==> src/design/assert_macros.svh <==
// Assertion macros used by the top-level design file.
`ifndef ASSERT_MACROS_SVH
`define ASSERT_MACROS_SVH

// Same-cycle implication.
`define ASSERT_IMPLY(lbl, clk, rst, ante, cons) \
   lbl: assert property (@(posedge clk) disable iff (rst) (ante) |-> (cons)) \
      else $error("assertion failed");

// Next-cycle implication.
`define ASSERT_NEXT(lbl, clk, rst, ante, cons) \
   lbl: assert property (@(posedge clk) disable iff (rst) (ante) |=> (cons)) \
      else $error("assertion failed");

`endif

==> src/design/tcbc_pkg.sv <==
// Package: types, constants and string tables of the tuner classifier.
package tcbc_pkg;

   localparam int SCREEN_SPAN_DEF    = 240;
   localparam int BAR_LENGTH_DEF     = 221;
   localparam int FREQ_FRAC_BITS_DEF = 10;

   localparam int LOG2_BASE_Q16 = 509959;
   localparam int FULL_SCALE_CENTS = 200;
   localparam int LOG_STEPS     = 16;
   // ceil(2^32 / FULL_SCALE_CENTS)
   localparam logic [24:0] DIV_RECIP = 25'd21474837;

   localparam logic [2:0] CMD_OK        = 3'd0;
   localparam logic [2:0] CMD_NO_SIGNAL = 3'd1;
   localparam logic [2:0] CMD_DETECTING = 3'd2;
   localparam logic [2:0] CMD_TOO_LOW   = 3'd3;
   localparam logic [2:0] CMD_TOO_HIGH  = 3'd4;

   localparam logic [1:0] SIGN_NONE = 2'd0;
   localparam logic [1:0] SIGN_HIGH = 2'd1;
   localparam logic [1:0] SIGN_LOW  = 2'd2;

   localparam logic [3:0] NOTE_NO_SIGNAL = 4'd6;
   localparam logic [3:0] NOTE_TOO_HIGH  = 4'd9;

   localparam logic CSR_INSTRUMENT_MODE = 1'b0;
   localparam logic CSR_TUNE_TOLERANCE  = 1'b1;

   typedef enum logic [2:0] {
      S_IDLE, S_LOG, S_SCALE, S_SEARCH, S_DELTA, S_PROD, S_FINISH
   } tcbc_state_type;

   typedef struct packed {
      logic       load;
      logic       log_step;
      logic       scale;
      logic       search;
      logic [2:0] str_idx;
      logic       delta;
      logic       prod;
      logic       finish;
   } tcbc_cmd_type;

   typedef struct packed {
      logic cmd_valid;
      logic cmd_ok;
      logic last_str;
   } tcbc_stat_type;

   function automatic logic signed [13:0] tab_cents(input logic mode,
                                                   input logic [2:0] idx);
      logic signed [13:0] c;
      c = 14'sd0;
      if (mode) begin
         case (idx)
            3'd0: c = -14'sd1700;
            3'd1: c = -14'sd1200;
            3'd2: c = -14'sd700;
            3'd3: c = -14'sd200;
            3'd4: c = 14'sd200;
            3'd5: c = 14'sd700;
            default: c = 14'sd0;
         endcase
      end else begin
         case (idx)
            3'd0: c = -14'sd3400;
            3'd1: c = -14'sd2900;
            3'd2: c = -14'sd2400;
            3'd3: c = -14'sd1900;
            3'd4: c = -14'sd1400;
            default: c = 14'sd0;
         endcase
      end
      return c;
   endfunction

endpackage

==> src/design/tuner_cents_bar_classifier.sv <==
// Top level of the tuner cents bar classifier.
// A request (tuser = status, tdata = frequency) with an ok status is loaded
// together with the position of its leading one, then takes the log2
// fraction by repeated squaring, scales it to cents, searches each string
// of the selected table (5 bass or 6 guitar) for the nearest one, and
// rounds, scales and clamps the bar. Other statuses go straight to the
// response stage; undefined statuses are dropped. One request is in work
// at a time, and the response register frees the input side as soon as
// it is loaded.
`include "assert_macros.svh"
module tuner_cents_bar_classifier #(
   parameter int SCREEN_SPAN    = tcbc_pkg::SCREEN_SPAN_DEF,
   parameter int BAR_LENGTH     = tcbc_pkg::BAR_LENGTH_DEF,
   parameter int FREQ_FRAC_BITS = tcbc_pkg::FREQ_FRAC_BITS_DEF
) (
   input  logic        clock,
   input  logic        reset,
   input  logic        csr_we,
   input  logic        csr_index,
   input  logic [7:0]  csr_wdata,
   input  logic        req_tvalid,
   output logic        req_tready,
   input  logic [23:0] req_tdata,   // frequency[19:0], zero pad
   input  logic [2:0]  req_tuser,   // cmd[2:0]
   output logic        rsp_tvalid,
   input  logic        rsp_tready,
   // note_code[3:0], cents_offset[16:4], bar_left[24:17], bar_right[32:25],
   // in_tune[33], sign_state[35:34], bar_redraw[36], bar_erase[37],
   // sign_redraw[38], note_redraw[39]
   output logic [39:0] rsp_tdata
);
   import tcbc_pkg::*;

   tcbc_cmd_type  cmd;
   tcbc_stat_type stat;

   tcbc_ctrl u_ctrl (
      .clock      (clock),
      .reset      (reset),
      .req_tvalid (req_tvalid),
      .req_tready (req_tready),
      .rsp_tvalid (rsp_tvalid),
      .rsp_tready (rsp_tready),
      .stat       (stat),
      .cmd        (cmd)
   );

   tcbc_datapath #(
      .SCREEN_SPAN    (SCREEN_SPAN),
      .BAR_LENGTH     (BAR_LENGTH),
      .FREQ_FRAC_BITS (FREQ_FRAC_BITS)
   ) u_datapath (
      .clock     (clock),
      .reset     (reset),
      .csr_we    (csr_we),
      .csr_index (csr_index),
      .csr_wdata (csr_wdata),
      .req_cmd   (req_tuser),
      .req_freq  (req_tdata[19:0]),
      .cmd       (cmd),
      .stat      (stat),
      .rsp_tdata (rsp_tdata)
   );

   `ASSERT_IMPLY(a_note_range, clock, reset, rsp_tvalid, rsp_tdata[3:0] <= NOTE_TOO_HIGH)
   `ASSERT_IMPLY(a_sign_code, clock, reset, rsp_tvalid, rsp_tdata[35:34] != 2'b11)
   `ASSERT_IMPLY(a_draw_erase, clock, reset, rsp_tvalid, !(rsp_tdata[36] && rsp_tdata[37]))
   `ASSERT_NEXT(a_ok_busy, clock, reset, req_tvalid && req_tready && req_tuser == CMD_OK, !req_tready)

endmodule

==> src/design/tcbc_ctrl.sv <==
// Controller: sequences log2, scaling, string search and bar forming.
module tcbc_ctrl (
   input  logic                   clock,
   input  logic                   reset,
   input  logic                   req_tvalid,
   output logic                   req_tready,
   output logic                   rsp_tvalid,
   input  logic                   rsp_tready,
   input  tcbc_pkg::tcbc_stat_type stat,
   output tcbc_pkg::tcbc_cmd_type  cmd
);
   import tcbc_pkg::*;

   tcbc_state_type state_ff, state_in;
   logic [3:0]     cnt_ff, cnt_in;
   logic [2:0]     idx_ff, idx_in;
   logic           valid_ff, valid_in;

   always_ff @(posedge clock) begin
      if (reset) begin
         state_ff <= S_IDLE;
         cnt_ff   <= '0;
         idx_ff   <= '0;
         valid_ff <= 1'b0;
      end else begin
         state_ff <= state_in;
         cnt_ff   <= cnt_in;
         idx_ff   <= idx_in;
         valid_ff <= valid_in;
      end
   end

   always_comb begin
      state_in    = state_ff;
      cnt_in      = cnt_ff;
      idx_in      = idx_ff;
      valid_in    = valid_ff && !rsp_tready;
      cmd         = '0;
      cmd.str_idx = idx_ff;
      req_tready  = 1'b0;
      case (state_ff)
         S_IDLE: begin
            req_tready = 1'b1;
            if (req_tvalid) begin
               cmd.load = 1'b1;
               if (stat.cmd_valid) begin
                  state_in = stat.cmd_ok ? S_LOG : S_FINISH;
               end
               cnt_in = '0;
            end
         end
         S_LOG: begin
            cmd.log_step = 1'b1;
            cnt_in       = cnt_ff + 4'd1;
            if (cnt_ff == 4'(LOG_STEPS - 1)) begin
               state_in = S_SCALE;
            end
         end
         S_SCALE: begin
            cmd.scale = 1'b1;
            idx_in    = '0;
            state_in  = S_SEARCH;
         end
         S_SEARCH: begin
            cmd.search = 1'b1;
            idx_in     = idx_ff + 3'd1;
            if (stat.last_str) begin
               state_in = S_DELTA;
            end
         end
         S_DELTA: begin
            cmd.delta = 1'b1;
            state_in  = S_PROD;
         end
         S_PROD: begin
            cmd.prod = 1'b1;
            state_in = S_FINISH;
         end
         S_FINISH: begin
            if (!valid_ff || rsp_tready) begin
               cmd.finish = 1'b1;
               valid_in   = 1'b1;
               state_in   = S_IDLE;
            end
         end
         default: state_in = S_IDLE;
      endcase
   end

   assign rsp_tvalid = valid_ff;

endmodule

==> src/design/tcbc_datapath.sv <==
// Datapath: log2 unit, string search, bar forming and shown-state.
module tcbc_datapath #(
   parameter int SCREEN_SPAN    = tcbc_pkg::SCREEN_SPAN_DEF,
   parameter int BAR_LENGTH     = tcbc_pkg::BAR_LENGTH_DEF,
   parameter int FREQ_FRAC_BITS = tcbc_pkg::FREQ_FRAC_BITS_DEF
) (
   input  logic                    clock,
   input  logic                    reset,
   input  logic                    csr_we,
   input  logic                    csr_index,
   input  logic [7:0]              csr_wdata,
   input  logic [2:0]              req_cmd,
   input  logic [19:0]             req_freq,
   input  tcbc_pkg::tcbc_cmd_type  cmd,
   output tcbc_pkg::tcbc_stat_type stat,
   output logic [39:0]             rsp_tdata
);
   import tcbc_pkg::*;

   localparam int MID_COL    = SCREEN_SPAN / 2;
   localparam int HALF_BAR   = BAR_LENGTH / 2;
   localparam int WIN_LO     = MID_COL - HALF_BAR;
   localparam int WIN_HI     = MID_COL + HALF_BAR;
   localparam int LOG_OFFSET = FREQ_FRAC_BITS * 65536 + LOG2_BASE_Q16;

   logic        mode_ff;
   logic [7:0]  tol_ff;
   logic [2:0]  cmd_ff;
   logic [4:0]  e_ff;
   logic [15:0] frac_ff;
   logic [30:0] m_ff;
   logic signed [33:0] cents_ff;
   logic [32:0] best_ff;
   logic [2:0]  bidx_ff;
   logic [16:0] rmag_ff;
   logic        neg_ff, tune_ff;
   logic [23:0] p_ff;

   logic        shown_ff, low_ff, high_ff;
   logic [7:0]  sl_ff, sr_ff;
   logic [3:0]  snote_ff;

   logic [3:0]  o_note_ff;
   logic [12:0] o_cents_ff;
   logic [7:0]  o_left_ff, o_right_ff;
   logic        o_tune_ff, o_bred_ff, o_bera_ff, o_sred_ff, o_nred_ff;
   logic [1:0]  o_sign_ff;

   logic [19:0] raw;
   logic [4:0]  lead;
   logic [61:0] sq;
   logic signed [23:0] diff;
   logic signed [33:0] dsearch, dbest;
   logic [32:0] asearch, mag;
   logic [48:0] qprod;
   logic [15:0] q;
   logic [7:0]  x0, x1;
   logic        lo_n, hi_n;
   logic [12:0] rsat;
   logic [12:0] rmag13;

   always_comb begin
      raw  = (req_freq == 20'd0) ? 20'd1 : req_freq;
      lead = 5'd0;
      for (int i = 1; i < 20; i++) begin
         if (raw[i]) lead = 5'(i);
      end
   end

   assign sq      = 62'(m_ff) * 62'(m_ff);
   assign diff    = $signed(24'({e_ff, frac_ff})) - $signed(24'(LOG_OFFSET));
   assign dsearch = cents_ff - (34'(tab_cents(mode_ff, cmd.str_idx)) <<< 16);
   assign asearch = dsearch[33] ? 33'(-dsearch) : 33'(dsearch);
   assign dbest   = cents_ff - (34'(tab_cents(mode_ff, bidx_ff)) <<< 16);
   assign mag     = dbest[33] ? 33'(-dbest) : 33'(dbest);
   assign qprod   = 49'(p_ff) * 49'(DIV_RECIP);
   assign q       = qprod[47:32];

   assign stat.cmd_valid = (req_cmd <= CMD_TOO_HIGH);
   assign stat.cmd_ok    = (req_cmd == CMD_OK);
   assign stat.last_str  = (cmd.str_idx == (mode_ff ? 3'd5 : 3'd4));

   always_comb begin
      lo_n = 1'b0;
      hi_n = 1'b0;
      x0   = 8'(MID_COL);
      x1   = 8'(MID_COL);
      if (q != 16'd0) begin
         if (neg_ff) begin
            if (q < 16'(HALF_BAR)) x0 = 8'(MID_COL - int'(q));
            else begin
               x0   = 8'(WIN_LO + 1);
               lo_n = 1'b1;
            end
         end else begin
            if (q < 16'(HALF_BAR)) x1 = 8'(MID_COL + int'(q));
            else begin
               x1   = 8'(WIN_HI - 1);
               hi_n = 1'b1;
            end
         end
      end
      rmag13 = (rmag_ff > 17'd4095) ? 13'd4095 : rmag_ff[12:0];
      rsat   = neg_ff ? 13'(-rmag13) : rmag13;
   end

   always_ff @(posedge clock) begin
      if (reset) begin
         mode_ff  <= 1'b1;
         tol_ff   <= 8'd20;
         shown_ff <= 1'b0;
         sl_ff    <= '0;
         sr_ff    <= '0;
         low_ff   <= 1'b0;
         high_ff  <= 1'b0;
         snote_ff <= NOTE_NO_SIGNAL;
      end else begin
         if (csr_we) begin
            if (csr_index == CSR_INSTRUMENT_MODE) mode_ff <= csr_wdata[0];
            if (csr_index == CSR_TUNE_TOLERANCE) tol_ff <= csr_wdata;
         end
         if (cmd.finish) begin
            if (cmd_ff == CMD_OK) begin
               if (!shown_ff || x0 != sl_ff || x1 != sr_ff) begin
                  shown_ff <= 1'b1;
                  sl_ff    <= x0;
                  sr_ff    <= x1;
               end
               low_ff   <= lo_n;
               high_ff  <= hi_n;
               snote_ff <= {1'b0, bidx_ff};
            end else begin
               shown_ff <= 1'b0;
               low_ff   <= (cmd_ff == CMD_TOO_LOW);
               high_ff  <= (cmd_ff == CMD_TOO_HIGH);
               snote_ff <= 4'(cmd_ff) + 4'd5;
            end
         end
      end
   end

   always_ff @(posedge clock) begin
      if (cmd.load) begin
         cmd_ff  <= req_cmd;
         e_ff    <= lead;
         frac_ff <= '0;
         m_ff    <= 31'(raw) << (5'd30 - lead);
      end
      if (cmd.log_step) begin
         frac_ff <= {frac_ff[14:0], sq[61]};
         m_ff    <= sq[61] ? sq[61:31] : sq[60:30];
      end
      if (cmd.scale) cents_ff <= 34'(diff) * 34'sd1200;
      if (cmd.search) begin
         if (cmd.str_idx == 3'd0 || asearch < best_ff) begin
            best_ff <= asearch;
            bidx_ff <= cmd.str_idx;
         end
      end
      if (cmd.delta) begin
         rmag_ff <= 17'((mag + 33'd32768) >> 16);
         neg_ff  <= dbest[33];
         tune_ff <= mag < 33'({tol_ff, 16'd0});
      end
      if (cmd.prod) p_ff <= 24'(rmag_ff) * 24'(BAR_LENGTH - 1);
      if (cmd.finish) begin
         if (cmd_ff == CMD_OK) begin
            o_note_ff  <= {1'b0, bidx_ff};
            o_cents_ff <= rsat;
            o_left_ff  <= x0;
            o_right_ff <= x1;
            o_tune_ff  <= tune_ff;
            o_sign_ff  <= lo_n ? SIGN_LOW : (hi_n ? SIGN_HIGH : SIGN_NONE);
            o_bred_ff  <= !shown_ff || x0 != sl_ff || x1 != sr_ff;
            o_bera_ff  <= 1'b0;
            o_sred_ff  <= (lo_n != low_ff) || (hi_n != high_ff);
            o_nred_ff  <= {1'b0, bidx_ff} != snote_ff;
         end else begin
            o_note_ff  <= 4'(cmd_ff) + 4'd5;
            o_cents_ff <= '0;
            o_left_ff  <= '0;
            o_right_ff <= '0;
            o_tune_ff  <= 1'b0;
            o_sign_ff  <= (cmd_ff == CMD_TOO_LOW) ? SIGN_LOW :
                          ((cmd_ff == CMD_TOO_HIGH) ? SIGN_HIGH : SIGN_NONE);
            o_bred_ff  <= 1'b0;
            o_bera_ff  <= shown_ff;
            o_sred_ff  <= ((cmd_ff == CMD_TOO_LOW) != low_ff) ||
                          ((cmd_ff == CMD_TOO_HIGH) != high_ff);
            o_nred_ff  <= (4'(cmd_ff) + 4'd5) != snote_ff;
         end
      end
   end

   assign rsp_tdata = {o_nred_ff, o_sred_ff, o_bera_ff, o_bred_ff, o_sign_ff,
                       o_tune_ff, o_right_ff, o_left_ff, o_cents_ff, o_note_ff};

endmodule

==> config.mk <==
export PLATFORM = sky130hd
export DESIGN_NAME = tuner_cents_bar_classifier
export DESIGN_NICKNAME = d
export VERILOG_FILES = /design/src/design/tcbc_pkg.sv /design/src/design/tuner_cents_bar_classifier.sv /design/src/design/tcbc_ctrl.sv /design/src/design/tcbc_datapath.sv
export VERILOG_INCLUDE_DIRS = /design/src /design/src/design
export SDC_FILE = /design/constraint.sdc
export NUM_CORES = 2
export LEC_CHECK = 0
export BUFFER_PORTS_ARGS = -buffer_cell sky130_fd_sc_hd__buf_2
export CORE_ASPECT_RATIO = 1.2
export CORE_MARGIN = 4
export CORE_UTILIZATION = 50
export DETAILED_ROUTE_END_ITERATION = 10
export PLACE_DENSITY_LB_ADDON = 0.12
export SYNTH_ARGS = -nofsm -noshare
export SYNTH_HDL_FRONTEND = slang
export SYNTH_SLANG_ARGS = --single-unit
export TNS_END_PERCENT = 30
==> constraint.sdc <==
create_clock -name clock -period 21.3 [get_ports clock]
set_input_delay 4.26 -clock clock [delete_from_list [all_inputs] [get_ports clock]]
set_output_delay 4.26 -clock clock [all_outputs]
set_load 0.02 [all_outputs]
---- After elaboration in Yosys (flattened, before gate mapping) ----
Index checks and enable logic that the tools add are counted.
storage, ports and cells
  memories kept ........................... 0
  word-level logic and storage cells ...... 199
  output and inout port bits .............. 42
  RAM bits ................................ 0
  bits in registers ....................... 245
  ROM bits ................................ 0
  input port bits ......................... 41
  bits in latches ......................... 0
cells by class
  bitwise logic cells ..................... 1
  $mul .................................... 4
  equal/unequal tests ..................... 34
  $lt $le $gt $ge ......................... 5
  add/subtract/negate cells ............... 13
  div/mod/pow operators ................... 0
  shift operators ......................... 1
  muxes and demuxes ....................... 81
  reduce and logical (&&, ||, !) cells .... 27
operator list
  cell                                                                    count
  14-bit case mux with 6 select lines                                     2
  14-bit case mux with 5 select lines                                     2
  31-bit 2-to-1 mux                                                       3
  5-bit 2-to-1 mux                                                        18
  34-bit by 30-bit subtractor with 34-bit output                          2
  33-bit 2-to-1 mux                                                       2
  33-bit negation                                                         2
  31-bit by 31-bit multiplier with 62-bit output                          1
  8-bit 2-to-1 mux                                                        6
  22-bit by 25-bit multiplier with 46-bit output (second input constant)  1
  33-bit by 16-bit adder with 33-bit output (second input constant)       1
  33-bit by 24-bit less-than comparator with 1-bit output                 1
  33-bit less-than comparator                                             1
  16-bit 2-to-1 mux                                                       2
  20-bit by 5-bit left shift with 31-bit output                           1
  22-bit by 8-bit multiplier with 30-bit output (second input constant)   1
  14-bit 2-to-1 mux                                                       2
  1-bit 2-to-1 mux                                                        27
  13-bit 2-to-1 mux                                                       2
  3-bit == test (second input constant)                                   8
  17-bit by 6-bit multiplier with 22-bit output (second input constant)   1
  21-bit by 21-bit subtractor with 22-bit output (second input constant)  1
  3-bit by 2-bit == test with 1-bit output (second input constant)        7
  3-bit case mux with 7 select lines                                      1
  36 further kinds                                                        71

---- Depth between registers and ports, before layout ----
  depth in word-level cells ............... 25
  depth in mapped cells ................... 38

---- By module ----
A second synthesis with hierarchy kept.
second synthesis, totals
  cells, all modules ...................... 5812
  area total of the unflattened synthesis .. 55502.0 sq um
modules (own cells, without submodules)
  module         instances  area each (sq um)  cells each
  tcbc_datapath  1          54877.6            5736
  tcbc_ctrl      1          624.3              76

---- Worst setup path before layout ----
No wires, ideal clock.
  path kind ............................... flip-flop to flip-flop
  from .................................... register u_datapath.m_ff[17]
  to ...................................... register u_datapath.m_ff[10], data pin
  required time ........................... 21.039 ns
  arrival ................................. 8.577 ns
  buffers on the path ..................... 3
  stages on the path, launching flop included .. 33
  path slack .............................. 12.463 ns
  path through ............................ edfxtp_1 clkbuf_1 clkbuf_1 nand2_1 fa_1 inv_1 fa_1 fa_1 inv_1 fa_1 inv_1 fa_1 inv_1 fa_1 inv_1 fa_1 inv_1 fa_1 inv_1 ha_1 a21o_1 a21oi_1 o21ai_0 a21o_1 o211ai_1 o2111ai_1 and2_1 a221oi_1 o21ai_0 a211oi_1 clkbuf_1 nor2_1 a221o_1
on the way
  cells in the longest elaborated chain, start to end .. 3
ends and longest elaborated chain
  item                                            RTL line              source
  start, declared                                 tcbc_datapath.sv:31   logic [30:0] m_ff;
  start signal, assigned                          tcbc_datapath.sv:147  m_ff <= 31'(raw) << (5'd30 - lead);
  start signal, assigned                          tcbc_datapath.sv:151  m_ff <= sq[61] ? sq[61:31] : sq[60:30];
  31-bit by 31-bit multiplier with 62-bit output  tcbc_datapath.sv:70   assign sq = 62'(m_ff) * 62'(m_ff);
  31-bit 2-to-1 mux                               tcbc_datapath.sv:151
  31-bit 2-to-1 mux                               tcbc_datapath.sv:149  if (cmd.log_step) begin
No other way between the ends.
A chain may end at the register's enable or synchronous reset.

---- Worst setup path after layout ----
  from .................................... register u_datapath.m_ff[7]
  to ...................................... register u_datapath.m_ff[18], data pin
Same word-level chain as after synthesis.

==> flow_summary.toml <==
[synth]
avgSynthCellArea_sq_um = 9.55
synth-seq-cells = 241
synth_flop_cell = "edfxtp_1"
synth.cell_area_sq_mm = 0.0554
synth_edf_count = 198
yosys_warnings = 0
synthArstFlopShare_pct = 0
synth_nets = 7551
yosysSeqAreaShare_pct = 12.3
synthCells = 5798
yosysUniqueCellTypes = 99

[clocking]
cts_tree = "built"
cts_made_buffers = 27
clk_pin_slew_ps = 60
cts_buffer_depth = 3
htree_levels = 1
post_cts_buffers = 0
cts_resized = 0
cts.sinks = 241
ctsHoldBuffers = 0
insertion_delay_ps = 580
clockRootBuffer = "clkbuf_16"

[floorplan]
dieArea_sq_mm = 0.116
chipHeight_um = 373
ios = 83
die_w_um = 312
coreArea_sq_mm = 0.110
start_util_pct = 50.4
core.rowCount = 133

[drt]
wl_per_cell_um = 18.6
via_per_inst = 5.36
ant_nets = 0
totalWireLength_um = 135000
dr_total_vias = 38700
route.detailed.drc = 0
first_pass_iters = 5
drt_first_iter_violations = 1997

[final_layout]
multi_input_area_sq_mm = 0.0426
stdcell_count = 7228
final_nets = 7541
area_growth_pct = 5.04
register_area_sq_mm = 0.00681
final_layout_size_suffix_gt1_share_pct = 4.37
fillCellCount = 10300

[sta]
rsz0062_at_grt = "no"
finalMaxSlewViolations = 0
fmax_mhz = 86.4
finalWorstPathRequiredPeriod_ps = 11580
setup_violations = 0
finalCritPeriodShare_pct = 54.4
worstMarginPinSlew_ps = 1220
clock_skew_ps = 34.4
setup_tns_ps = 0
hold_viol_final = 0
maxSlewHeadroom_pct = 18.3

[critical_path]
worstSetupPathType = "flop to flop"
r2r_setup_slack_ps = 9720
end_kind = "flop"
cp.required_ps = 21710
cp_slowest_stage_delay_ps = 990
cp_common_cell = "fa_1"
cp-start-kind = "flop"
worstPathArrival_ps = 11980
slowest_stage = "a211o_1"
worstPathMaxFanout = 28

[placement]
hpwl_um = 111000
place_congestion = 0.907
numPortBuffers = 78
dp_cells = 7176

[grt]
grt-ovfl-total = 0
grt_max_degree = 51
first_global_vias = 41700
gr-usage-all-layers_pct = 23.8
antenna_found_initial = 2
grt_first_pass_wirelength_um = 221000

[worst_hold_path]
hp-class = "flop to flop"

[outcome]
status = "complete, no violations"

[run]
drv_cap = 0
==> worst max-delay path: cells and delay by family (launching register included) <==
kind / cells / cell delay [ps]
simple gates: 6 / 1800
buf+inv: 6 / 1050
mux: 1 / 270
fa+ha+maj: 9 / 4340
compound gates: 8 / 3600
flops: 1 / 320
==> cells in the mapped netlist, types with 28 or more instances <==
cell      number  area share (%)
inv_1       1416             9.6
and2_1       202             2.3
nor3_1        63            0.57
mux2i_1       28            0.51
a31oi_1       33            0.37
a21o_1        48            0.65
dfxtp_1       43             1.6
fa_1        1015              37
o21bai_1      28            0.38
clkbuf_1     151             1.0
nor2b_1       48            0.54
xor2_1        71             1.1
edfxtp_1     198              11
nand2_1      428             2.9
xnor2_1      149             2.4
nand4_1       29            0.33
o21ai_0      125             1.1
a21oi_1      202             1.8
o21a_1        35            0.47
ha_1         697              16
o31ai_1       30            0.41
nand3_1       62            0.56
nor2_1       266             1.8
==> sequential cells by signal, indices dropped and copies added (netlist names), 13 cells and up <==
| signal | flops |
|---|---|
| u_datapath.p_ff | 22 |
| u_datapath.m_ff | 31 |
| u_datapath.cents_ff | 30 |
| u_datapath.o_cents_ff | 13 |
| u_datapath.best_ff | 29 |
| u_datapath.rmag_ff | 17 |
| u_datapath.frac_ff | 16 |
==> routing by layer <==
metal	GRT usage, %	vias up	wire length (um)
li1	-	18300	-
met1	30.6	19300	55300
met2	42.1	862	67700
met3	2.83	246	6520
met4	7.58	0	5060
met5	0	-	0
==> logic make-up after synthesis <==
group | after synthesis | synth area share, %
adder cells (fa/ha/maj) | 1712 | 52.4
buffers and inverters | 1597 | 10.9
AND/OR/NAND/NOR | 1272 | 11.2
AO/OA/AOI/OAI | 703 | 8.39
flip-flops | 241 | 12.3
XOR/XNOR | 220 | 3.48
multiplexers | 53 | 1.36
==> metrics by stage <==
stage / area (sq um) / utilization (%) / setup slack (ps) / hold WS (ps)
after CTS: 58200 / 53.0 / 9780 / 457
after global routing: 58200 / 53.0 / 9250 / 485
after global placement: 57300 / 52.2 / 9730 / 447
after floorplan: 55400 / - / 12460 / 406
after detailed placement: 57300 / 52.2 / 9800 / 449
final: 58200 / 53.0 / 9720 / 454
==> path summary, 6_finish.rpt <==
path	from	endpoint	depth (start not counted)
max	u_datapath.m_ff[7]	u_datapath.m_ff[18]	30
min	u_datapath.tol_ff[1]	u_datapath.tol_ff[1]	2
max reg2reg	u_datapath.m_ff[7]	u_datapath.m_ff[18]	30
min reg2reg	u_datapath.tol_ff[1]	u_datapath.tol_ff[1]	2
==> cells in the final DEF (no fill, tap or decap), types with 71 or more instances in the layout <==
cell type,count
inv_1,1416
nor2_1,263
xnor2_1,148
ha_1,697
fa_1,1015
xor2_1,71
and2_1,202
o21ai_0,125
buf_2,78
a21oi_1,202
edfxtp_1,198
nand2_1,427
==> final cells by class <==
cell class	count	share of cell area, %
multi-input combinational	3960	73.2
sequential	241	11.7
inverter	1429	9.22
tap	1417	3.05
clock buffer	41	1.38
timing repair buffer	129	1.33
clock inverter	9	0.110
antenna	2	0.00860
Power is not shown: default switching activity piles up to over one toggle a cycle in this logic, so the estimate is an artifact.
